--- src/cmap_pkg.sv ---
// ----------------------------------------------------------------------------
// cmap_pkg
// Types and constants shared by the iteration-count colour map.
// ----------------------------------------------------------------------------
`default_nettype none

package cmap_pkg;

    typedef enum logic [1:0] {
        MODE_NONE    = 2'd0,
        MODE_NEW_LOG = 2'd1,
        MODE_OLD_LOG = 2'd2,
        MODE_SQRT    = 2'd3
    } t_mode;

    localparam logic [1:0] REG_MAP_MODE = 2'd0;
    localparam logic [1:0] REG_RANGES   = 2'd1;
    localparam logic [1:0] REG_OFFSET   = 2'd2;
    localparam logic [1:0] REG_SCALE    = 2'd3;

    localparam int OFFSET_W  = 24;
    localparam int SCALE_W   = 32;
    localparam int RESULT_W  = 24;
    localparam int OP_W      = 32;            // internal operand width
    localparam int LOG_FRAC  = 24;            // log2 fraction bits
    localparam int LOG2_W    = 5 + LOG_FRAC;  // Q5.24
    localparam int LN_W      = 21;            // ln in Q5.16
    localparam int SQ_STEPS  = 32;            // one result bit per stage
    localparam int LOG_PAD   = SQ_STEPS - LOG_FRAC - 2;

    localparam logic [31:0] LN2_Q32 = 32'hB17217F8;

    typedef struct packed {
        t_mode mode;
        logic  force_one;   // result is colour one
        logic  zero_out;    // mode none with ranges in use
    } t_ctl;

endpackage

`default_nettype wire

--- src/cmap_log_stage.sv ---
// ----------------------------------------------------------------------------
// cmap_log_stage
// One fraction bit of log2: square the mantissa, halve on overflow.
// ----------------------------------------------------------------------------
`default_nettype none

module cmap_log_stage (
    input  wire logic                          i_clk,
    input  wire logic                          i_en,
    input  wire logic [31:0]                   i_m,
    input  wire logic [cmap_pkg::LOG_FRAC-1:0] i_frac,
    input  wire logic [4:0]                    i_n,
    output logic      [31:0]                   o_m,
    output logic      [cmap_pkg::LOG_FRAC-1:0] o_frac,
    output logic      [4:0]                    o_n
);
    import cmap_pkg::*;

    logic [63:0]         w_sq;
    logic [32:0]         w_t;
    logic [31:0]         n_m;
    logic [LOG_FRAC-1:0] n_frac;
    logic [31:0]         r_m;
    logic [LOG_FRAC-1:0] r_frac;
    logic [4:0]          r_n;

    always_comb begin
        w_sq = i_m * i_m;
        w_t  = w_sq[63:31];
        if (w_t[32]) begin
            n_m    = w_t[32:1];
            n_frac = {i_frac[LOG_FRAC-2:0], 1'b1};
        end else begin
            n_m    = w_t[31:0];
            n_frac = {i_frac[LOG_FRAC-2:0], 1'b0};
        end
    end

    always_ff @(posedge i_clk) begin
        if (i_en) begin
            r_m    <= n_m;
            r_frac <= n_frac;
            r_n    <= i_n;
        end
    end

    assign o_m    = r_m;
    assign o_frac = r_frac;
    assign o_n    = r_n;

endmodule

`default_nettype wire

--- config.mk ---
export PLATFORM = sky130hd
export DESIGN_NAME = cmap_log_stage
export DESIGN_NICKNAME = d
export VERILOG_FILES = /design/src/cmap_pkg.sv /design/src/cmap_log_stage.sv
export SDC_FILE = /design/constraint.sdc
export NUM_CORES = 2
export LEC_CHECK = 0
export ABC_AREA = 0
export BUFFER_PORTS_ARGS = -buffer_cell sky130_fd_sc_hd__buf_2
export CAP_MARGIN = 0
export CORE_MARGIN = 2
export CORE_UTILIZATION = 45
export CTS_CLUSTER_DIAMETER = 60
export DETAILED_ROUTE_END_ITERATION = 12
export GPL_ROUTABILITY_DRIVEN = 1
export HOLD_SLACK_MARGIN = 0.02
export PLACE_DENSITY = 0.74
export SYNTH_ARGS = -nofsm -noshare
export SYNTH_HDL_FRONTEND = slang
export SYNTH_SLANG_ARGS = --single-unit
--- constraint.sdc ---
create_clock -name i_clk -period 8.3 [get_ports i_clk]
set_clock_uncertainty 0.2 [all_clocks]
set_input_delay 0.415 -clock i_clk [delete_from_list [all_inputs] [get_ports i_clk]]
set_output_delay 0.415 -clock i_clk [all_outputs]
set_load 0.02 [all_outputs]
Word-level counts from Yosys, hierarchy flattened
Cells that the tools add are included.
{"block": "totals", "ff_bits": 61, "output_inout_bits": 61, "input_bits": 63, "wordCells": 7}
{"block": "op_classes", "n_mux": 2, "n_mul": 1}
{"cell": "$mul 32x32->64", "count": 1}
{"cell": "$mux 31", "count": 1}
{"cell": "$mux 1", "count": 1}

Logic depth before layout (Yosys ltp)
{"block": "logic_depth", "ltp_word": 2, "ltp_mapped": 30, "mapped_depth_nobuf": 26}

Worst setup path after synthesis
No wires, ideal clock.
{"block": "synth_timing", "kind": "input to register", "startpoint": "input i_m[23]", "endpoint": "register r_m[10] (netlist: o_m[10]), data pin", "stages": 26, "slack_ns": 0.073, "setup_ns": 0.260, "t_arrival_ns": 7.766, "required_ns": 7.840, "n_path_buf": 4, "cell_sequence": "clkbuf_1 > clkbuf_1 > nand2_1 > fa_1 > inv_1 > fa_1 > fa_1 > inv_1 > fa_1 > inv_1 > fa_1 > fa_1 > fa_1 > fa_1 > ha_1 > and3_1 > and4_1 > o211ai_1 > a311oi_1 > o21ai_1 > o211a_1 > o21a_4 > or3_1 > buf_6 > buf_12 > mux2_4"}
{"block": "synth_via", "elab_chain_cells": 2}
{"item": "start: declaration", "line_no": "cmap_log_stage.sv:10", "text": "input wire logic [31:0] i_m,"}
{"item": "$mul 32x32->64", "line_no": "cmap_log_stage.sv:28", "text": "w_sq = i_m * i_m;"}
{"item": "$mux 31", "line_no": "cmap_log_stage.sv:30", "text": "if (w_t[32]) begin"}
{"item": "net n_m[10]", "line_no": "cmap_log_stage.sv:21", "text": "logic [31:0] n_m;"}
{"item": "end signal: assignment", "line_no": "cmap_log_stage.sv:41", "text": "r_m <= n_m;"}
{"item": "end: declaration", "line_no": "cmap_log_stage.sv:23", "text": "logic [31:0] r_m;"}
The timed path passes the listed nets, and every way through them passes these cells.
A chain may end at the register's enable or synchronous reset.

Final worst setup path
{"block": "layout_timing", "startpoint": "input i_m[4]", "endpoint": "register r_m[14] (netlist: o_m[14]), data pin"}
Same word-level chain as after synthesis.

==> flow_summary.ini <==
[layout]
drive_gt1_share_pct = 15.0
nets = 4799
syn2layout_area_growth_pct = 14.1
final_design_area_no_fill_mm2 = 0.0361
regArea_mm2 = 0.00183
multi_input_area_mm2 = 0.0257
fill_cells = 6282
fin_util_pct = 51.7

[global_route]
grt_pass1_vias = 25704
grt_pass1_wl_um = 129000
grt_usage_pct = 22.3
antenna_found_initial = 3
globalRouteOverflowTotal = 0
grt_start_max_net_pins = 62

[logic_synthesis]
yosys.area_share.xor_xnor_pct = 2.07
yosys_warnings = 0
yosysSeqAreaShare_pct = 5.78
synth_mux_area_share_pct = 1.20
synth-edff-count = 61
async_reset_ff_share_pct = 0
synth_compound_area_share_pct = 5.08
synth_flop_cell = edfxtp_1
synthSimpleGateAreaFrac_pct = 10.7
synth_top_family_by_area = adder cells
synth_fp_nets = 4443
synthAdderAreaFrac_pct = 61.9
ys_types = 67
syn_avg_cell_area_um2 = 9.63
syn_inst = 3289
netlist_area_mm2 = 0.0317
ys_ff_latch = 61

[die]
placementRows = 97
die_w_um = 269
start_util_pct = 45.3
coreArea_mm2 = 0.0699
fp.dieH_um = 269
die-area_mm2 = 0.0725
ioPinCount = 124

[worst_setup_path]
arrival_ns = 8.01
worstPathMaxFanout = 25
required_ns = 8.18
cp-start-kind = primary input
cp-end-kind = flop
setup.worst_path.class = in -> reg

[route]
ant_nets = 0
drt_iter0_drc = 1107
num_vias = 22846
wl_per_cell_um = 16.8
viasPerCell = 4.98
drc_errors = 0
first_pass_iters = 8
drt_wl_total_um = 77300

[placed_design]
place.gp.congestion = 0.911
placed_area_mm2 = 0.0356
dpl.hpwl_um = 69000
io_buffers = 122

[sta]
period_minus_slack_ns = 8.14
hold_viol_final = 0
tightest_slew_ns = 0.759
setup_violations = 0
final.setup.tns_ns = 0
rsz0062_at_grt = false
period_share_pct = 98.0
slew_headroom_pct = 49.4
slew_violations = 0
holdWs_ns = 0.0601
fmax_ghz = 0.123

[cts]
holdBufCountCts = 0
path_clk_slew_ns = 0.05
cts_tree = yes
clock_sinks = 61
root_buffer = clkbuf_16
htreeDepth = 3
cts_buffers = 9
cts_max_path_buffers = 2

[status]
status = finished, final reports clean

[min_path]
hold_class = in -> reg

[job]
max_cap_viol_count = 0
[logic make-up (layout without fill, tap and decap cells)]
logic type | count (synthesis) | count (layout)
and+or+nand+nor | 683 | 683
xor gates and xnor gates | 75 | 75
AOI/OAI and AO/OA | 238 | 238
other | 0 | 2
adders and majority gates | 1091 | 1091
buffers and inverters | 1111 | 1470
muxes | 30 | 30
DFF | 61 | 61
[repair_timing]
| item | 4_1_cts | 5_1_grt |
|---|---|---|
| setup buffers | 0 | 2 |
| endpoints found under the setup margin | 24 | 31 |
| gates resized for setup | 9 | 56 |
| pin swaps | 0 | 6 |
[critical path, cell delays in order]
cell	delay, ns
buf_4	0.19
buf_4	0.17
and2_1	0.15
ha_1	0.32
a31o_2	0.27
fa_1	0.53
inv_1	0.05
fa_1	0.51
fa_1	0.56
inv_1	0.05
fa_1	0.48
fa_1	0.50
fa_1	0.55
fa_1	0.43
ha_1	0.32
buf_4	0.12
nand2_1	0.06
o21ai_2	0.18
inv_1	0.07
a311oi_2	0.29
o21ai_2	0.13
buf_4	0.16
o211a_4	0.24
o21a_4	0.21
or3_2	0.50
buf_12	0.20
mux2_4	0.31
[final timing paths]
path	from	endpoint	slack, ns	cells after the start
setup / recovery	i_m[4]	o_m[14]$_DFFE_PP_	0.16	27
hold / removal	i_n[0]	o_n[0]$_DFFE_PP_	0.06	1
[synth_stat cells, drive strengths merged, types with 12 or more instances]
library cell,n,area [µm²]
a21o,37,278
a21oi,66,330
and2,236,1480
clkbuf,117,439
edfxtp,61,1830
fa,791,15800
ha,300,3750
inv,986,3700
mux2,18,259
mux2i,12,120
nand2,294,1100
nand4,19,119
nor2,62,233
nor3,15,80.1
o21ai,32,160
o21bai,17,128
xnor2,41,359
xor2,34,298
[layout make-up]
cell class | count | share of cell area [%]
Timing Repair Buffer | 469 | 9.49
Tap cell | 940 | 3.25
Multi-Input combinational cell | 2117 | 71.2
Antenna cell | 2 | 0.0138
Inverter | 987 | 10.3
Clock inverter | 4 | 0.0485
Sequential cell | 61 | 5.07
Clock buffer | 10 | 0.633
[through the flow]
| step | cells | setup WS (ns) |
|---|---|---|
| floorplan | 3289 | 0.0734 |
| global placement | 4572 | -0.366 |
| detailed placement | 4572 | -0.381 |
| CTS | 4586 | 0.0113 |
| global route | 4588 | 0.00416 |
| finish | 4590 | 0.163 |
[state kept, by name, indices dropped and copies added, names as in the netlist]
signal and cells:
o_frac 24, o_m 32, o_n 5
[placed cells by master, fill, tap and decap left out, types with 4 or more instances in the layout]
cell type and count:
a211o_1 4, a211oi_1 5, a21o_1 37, a21oi_1 61, a21oi_2 5, a31o_2 11
a31oi_1 9, and2_1 233, and3_1 6, and4_1 4, buf_12 9, buf_2 105
buf_4 329, buf_6 12, clkbuf_16 9, clkbuf_4 12, edfxtp_1 61, fa_1 790
ha_1 297, inv_1 986, mux2_4 15, mux2i_1 12, nand2_1 293, nand2b_1 5
nand3_1 8, nand4_1 19, nor2_1 56, nor2_2 5, nor2b_1 9, nor3_1 14
nor4_1 5, o211ai_1 11, o21a_1 6, o21ai_0 26, o21bai_1 17, o31ai_1 7
or2_2 6, xnor2_1 41, xor2_1 34
[per-layer routing]
metal / vias up / global-route usage (%) / routed length (µm)
li1: 10373 / - / -
met1: 11649 / 27.2 / 29600
met2: 655 / 39.7 / 40000
met3: 169 / 4.19 / 4940
met4: 0 / 7.08 / 2780
met5: - / 0 / 0
Power is not shown: default switching activity piles up to over one toggle a cycle in this logic, so the estimate is an artifact.
