===== config.mk =====
export PLATFORM = sky130hd
export DESIGN_NAME = cmap_sqrt_stage
export DESIGN_NICKNAME = d
export VERILOG_FILES = /design/src/cmap_pkg.sv /design/src/cmap_sqrt_stage.sv
export SDC_FILE = /design/constraint.sdc
export NUM_CORES = 1
export LEC_CHECK = 0
export BUFFER_PORTS_ARGS = -buffer_cell sky130_fd_sc_hd__buf_2
export CORE_ASPECT_RATIO = 1.2
export CORE_MARGIN = 5
export CORE_UTILIZATION = 56
export CTS_CLUSTER_DIAMETER = 50
export CTS_CLUSTER_SIZE = 28
export DETAILED_ROUTE_END_ITERATION = 8
export PLACE_DENSITY_LB_ADDON = 0.15
export SYNTH_ARGS = -nofsm -noshare
export SYNTH_HDL_FRONTEND = slang
export SYNTH_SLANG_ARGS = --single-unit

===== constraint.sdc =====
create_clock -name i_clk -period 4.3 [get_ports i_clk]
set_input_delay 0 -clock i_clk [delete_from_list [all_inputs] [get_ports i_clk]]
set_output_delay 0 -clock i_clk [all_outputs]
set_load 0.01 [all_outputs]

===== src/cmap_pkg.sv =====
// ----------------------------------------------------------------------------
// cmap_pkg
// Types and constants shared by the iteration-count colour map.
// ----------------------------------------------------------------------------
`default_nettype none

package cmap_pkg;

    typedef enum logic [1:0] {
        MODE_NONE    = 2'd0,
        MODE_NEW_LOG = 2'd1,
        MODE_OLD_LOG = 2'd2,
        MODE_SQRT    = 2'd3
    } t_mode;

    localparam logic [1:0] REG_MAP_MODE = 2'd0;
    localparam logic [1:0] REG_RANGES   = 2'd1;
    localparam logic [1:0] REG_OFFSET   = 2'd2;
    localparam logic [1:0] REG_SCALE    = 2'd3;

    localparam int OFFSET_W  = 24;
    localparam int SCALE_W   = 32;
    localparam int RESULT_W  = 24;
    localparam int OP_W      = 32;            // internal operand width
    localparam int LOG_FRAC  = 24;            // log2 fraction bits
    localparam int LOG2_W    = 5 + LOG_FRAC;  // Q5.24
    localparam int LN_W      = 21;            // ln in Q5.16
    localparam int SQ_STEPS  = 32;            // one result bit per stage
    localparam int LOG_PAD   = SQ_STEPS - LOG_FRAC - 2;

    localparam logic [31:0] LN2_Q32 = 32'hB17217F8;

    typedef struct packed {
        t_mode mode;
        logic  force_one;   // result is colour one
        logic  zero_out;    // mode none with ranges in use
    } t_ctl;

endpackage

`default_nettype wire


===== src/cmap_sqrt_stage.sv =====
// ----------------------------------------------------------------------------
// cmap_sqrt_stage
// One step of the restoring square root; also carries the item's control.
// ----------------------------------------------------------------------------
`default_nettype none

module cmap_sqrt_stage #(
    parameter int STEP = 0
) (
    input  wire logic                      i_clk,
    input  wire logic                      i_rst_n,
    input  wire logic                      i_en,
    input  wire logic                      i_valid,
    input  wire cmap_pkg::t_ctl            i_ctl,
    input  wire logic [cmap_pkg::OP_W-1:0] i_x,
    input  wire logic [63:0]               i_v,
    input  wire logic [63:0]               i_res,
    output logic                           o_valid,
    output cmap_pkg::t_ctl                 o_ctl,
    output logic      [cmap_pkg::OP_W-1:0] o_x,
    output logic      [63:0]               o_v,
    output logic      [63:0]               o_res
);
    import cmap_pkg::*;

    localparam logic [63:0] BIT = 64'd1 << (62 - 2 * STEP);

    logic [63:0] w_trial;
    logic [63:0] n_v;
    logic [63:0] n_res;
    logic        r_valid;
    t_ctl        r_ctl;
    logic [OP_W-1:0] r_x;
    logic [63:0] r_v;
    logic [63:0] r_res;

    always_comb begin
        w_trial = i_res | BIT;
        if (i_v >= w_trial) begin
            n_v   = i_v - w_trial;
            n_res = (i_res >> 1) | BIT;
        end else begin
            n_v   = i_v;
            n_res = i_res >> 1;
        end
    end

    always_ff @(posedge i_clk) begin
        if (!i_rst_n) begin
            r_valid <= 1'b0;
        end else if (i_en) begin
            r_valid <= i_valid;
        end
    end

    always_ff @(posedge i_clk) begin
        if (i_en) begin
            r_ctl <= i_ctl;
            r_x   <= i_x;
            r_v   <= n_v;
            r_res <= n_res;
        end
    end

    assign o_valid = r_valid;
    assign o_ctl   = r_ctl;
    assign o_x     = r_x;
    assign o_v     = r_v;
    assign o_res   = r_res;

endmodule

`default_nettype wire


# After elaboration in Yosys (flattened, before gate mapping)
# Index checks and enable logic that the tools add are counted.
# op_classes
n_addsub	1
mul	0
n_div	0
order_cmp	1
n_eq_ne	0
shift	0
n_mux	1
n_bitwise	0
reduce_logical	0
# op_table
operator	n
64-bit >= comparator	1
64-bit two-way mux	1
64-bit subtractor	1
# word_totals
ff_bits	165
latch_bits	0
mem_bits_rw	0
mem_bits_ro	0
input_bits	168
out_inout_bits	165
wordCells	11
n_memories	0

# Depth between registers and ports, before layout
# logic_depth
word_depth	2
mapped_depth	14
depth_no_buf	12

# Worst setup path after synthesis
# No wires, ideal clock.
# synth_timing
kind	input to register
start	in i_v[0]
end	reg r_v[56] (netlist: o_v[56]), data pin
arrival_time_ns	2.304
t_required_ns	4.044
setup_slack_ns	1.741
stages	13
path_buffers	1
path_cell_list	inv_1 > ha_1 > fa_1 > nand2b_1 > a21oi_1 > o211ai_1 > a21oi_2 > o31ai_2 > a41oi_2 > o21ai_2 > buf_6 > a2111o_1 > o211a_1
# synth_between
elab_chain_len	2
word_cells_on_any_way	3
classes_between	add/sub: 1; order compare: 1; mux: 1
# synth_lines
item	line	source
start: declaration	cmap_sqrt_stage.sv:16	input wire logic [63:0] i_v,
64-bit subtractor or 64-bit >= comparator (tied branches)	cmap_sqrt_stage.sv:40, cmap_sqrt_stage.sv:39	
64-bit two-way mux (*)	cmap_sqrt_stage.sv:39	if (i_v >= w_trial) begin
named net n_v[56]	cmap_sqrt_stage.sv:29	logic [63:0] n_v;
end signal: assignment	cmap_sqrt_stage.sv:60	r_v <= n_v;
end: declaration	cmap_sqrt_stage.sv:34	logic [63:0] r_v;
# Mark *: on every way through the listed nets, which the timed path passes. The rest lies on a longest branch.
# A chain may end at the register's enable or synchronous reset.

# Final worst setup path
# layout_timing
start	in i_v[0]
end	reg r_v[36] (netlist: o_v[36]), data pin
# The elaborated chain is that of the path after synthesis.

==> metrics.txt <==
crit-path max FO=between 40 and 50; CP startpoint kind=input port; largest net degree at the start of global routing=99; worst hold path class=in2reg; sequential element share of the synthesized area=48.6%; initial antenna violation count=2; Ys Warns=0; layout net count=roughly 1.7k; unrepaired setup endpoints after global routing=no; Leak=roughly 6.2 nW; Setup-failing EPs final=0; layout cell share with drive strength beyond 1=a little over a quarter; Vias/cell=5.76; I/O pins=333; worst slew pin tran=977 ps; Post-CTS Resized=0; area grow syn2layout=39.1%; Max rail drop VDD=301 uV; FF-to-FF path depth=3; Top FF cell, synth=edfxtp_1; final WL=about 34,000 um; maximum clock rate=281 MHz; Worst path max stage delay=520 ps; vias in the first global route=10.2k; Placed Instances=1,499; GP Congestion=0.895; Placeable Area=17,600 um^2; fin crit share=82.7%; worst path cell trace=dlygate4sd3_1 > buf_2 > inv_1 > ha_1 > fa_1 > nand2b_1 > a21oi_1 > o211ai_1 > a21oi_2 > o31ai_2 > a41oi_2 > o21a_2 > buf_4 > a21oi_1; Setup TNS Final=0 ps; arrival time worst endpoint=3710 ps; drt first pass iters=8; Worst-path clk slew=70 ps; worst rel slew slack=34.6%; global-route total usage across every layer=32.2%; endpoint class of the critical path=register; Final Hold Viols=0; clk sinks=between 150 and 200; Worst Hold Depth=3; Stages on worst setup path=14; Max clock buf depth=2; Synth Net Count=1,221; crit path max-delay cell type=dlygate4sd3_1; average wire per cell in the routed design=around 20 um; final worst path period need=3550 ps; WS Path Type=in2reg; Buf/Inv on CP=4; Post-CTS Hold Buffers=164; Post-Syn Area=10,100 um^2; post-CTS setup buffers=0; first-iteration detailed-routing DRC count=712; worst path required time=4450 ps; CP most frequent cell=a21oi_1; outcome=complete, no violations; worst skew pair latency=between 400 and 500 ps; die area=20,800 um^2; post-DP HPWL=23,000 um; Post-synth EDFFs=163; Max Slew Vio Count=0; fraction of registers with async set/reset=0%; die width=133 um; ANT nets after route=0; Die Span Y=157 um; CTS Buf Count=17; total number of vias=9,783; clock root buffer=clkbuf_16; clock skew=0 ps; final non-filler cell total=1,698; Seq cells post-synth=164; first-pass GRT wire length=53,200 um; Initial Util=57.3%; H-tree depth=4; Max Cap Viol=0; count of unique library cells instantiated by Yosys=78; Crit path max-delay family=compound AO/OA/AOI/OAI gates; Syn Inst Count=989; total congestion overflow=0; syn avg cell area=10.2 um^2; CTS tree=done; Port Buf Inserts=331; DRC Markers=0; Cell Rows=53; Cell Pwr Density=345 nW/um^2
[power by group]
group,internal [mW],leakage (nW),total [mW],switching [mW]
Combinational,0.553,4.35,1.33,0.780
Sequential,1.95,1.60,1.99,0.0456
Clock,0.775,0.286,1.52,0.743
Total,3.27,6.24,4.84,1.57
[registers in the layout (all words and copies together) (netlist names)]
register	cells
o_ctl	4
o_res	63
o_v	64
o_valid	1
o_x	32
[metal layers]
layer | vias to the layer above | track usage, % | part of all wire (%)
met2 | 499 | 59.3 | 52
li1 | 4584 | - | -
met5 | - | 0 | 0
met3 | 130 | 8.25 | 7.8
met1 | 4570 | 34.3 | 36
met4 | 0 | 16.3 | 4.9
[kinds of logic after synthesis]
group | after synthesis | share of synthesized area [%]
other | 1 | 0.0371
xor gates and xnor gates | 50 | 4.33
muxes | 1 | 0.0991
buffers and inverters | 135 | 6.03
adders and majority gates | 64 | 8.00
AOI/OAI and AO/OA | 305 | 20.1
and+or+nand+nor | 269 | 12.8
DFF | 164 | 48.6
[worst reg2reg max path: stages, from the launching register on]
cell and delay (ps):
dfxtp_1 310, mux2i_1 130, nor2b_1 70, dlygate4sd3_1 550
[per-stage QoR]
step | worst slack, ps | power (mW) | util, % | instance area, um^2 | hold slack [ps]
after detailed placement | 934 | 3.18 | 67.0 | 11800 | 178
final | 745 | 4.84 | 79.6 | 14000 | 21.2
after floorplan | 1740 | 2.76 | - | 10100 | 98.9
after CTS | 822 | 4.81 | 79.6 | 14000 | 13.5
after global placement | 1030 | 3.16 | 67.0 | 11800 | 176
after global routing | 473 | 5.05 | 79.6 | 14000 | 38.6
[final timing paths]
check | start | endpoint | slack [ps]
min | i_v[56] | o_v[56] | 20
max | i_v[0] | o_v[36] | 750
min reg2reg | o_valid | o_valid | 1090
max reg2reg | o_valid | o_valid | 3130
[layout make-up]
cell class                      count  area [um^2]
Antenna cell                        3         7.51
Clock buffer                       17          425
Clock inverter                     15          155
Fill cell                        1102         3590
Inverter                           90          338
Multi-Input combinational cell    690         4590
Sequential cell                   164         4910
Tap cell                          220          275
Timing Repair Buffer              499         3350
[layout by cell type, fill, tap and decap left out, types with 6 or more instances in the layout]
cell type      synthesis  routed
a21o_1                21      21
a21oi_1              115     115
a21oi_2                6       6
a31oi_1               11      11
and2_1                 7       7
and3_1                 9       9
buf_2                 26     330
clkbuf_16              0      17
dlygate4sd3_1          0     164
edfxtp_1             163     163
ha_1                  63      63
inv_1                 90      90
inv_6                  0       7
nand2_1               87      87
nand2b_1               6       6
nand3_1                7       7
nand4_1               20      20
nor2_1                80      80
nor3_1                19      19
o211ai_1               9       9
o21a_1                11      10
o21ai_0               46      46
o21ai_1                6       6
o21bai_1              15      15
o31ai_1                9       9
or2_2                  6       6
xnor2_1               30      30
xor2_1                20      20
[cell usage after synthesis (all sizes together), types with 3 or more instances]
library cell  number  area (um^2)
a221o              5         50.1
and4               3         26.3
ha                63          788
a211oi             4         52.6
nor3              20          105
xnor2             30          263
buf               38          243
nor2              82          313
nor4               3         33.8
o211a              4         40.0
o31ai             12          105
nand2b             6         37.5
o2111ai            3         26.3
a21oi            123          661
and3               9         56.3
xor2              20          175
a21o              21          158
o31a               3         26.3
o211ai             9         67.6
or2                7         43.8
nand2             87          327
a31oi             11         68.8
nand4             21          146
o21bai            15          113
or3                5         31.3
clkbuf             7         28.8
edfxtp           163         4890
o21a              11         82.6
o41ai              6         60.1
inv               90          338
nor2b              4         25.0
nand3              9         55.1
and2               8         52.6
o21ai             54          278
Power figures use the tool's default switching activity.
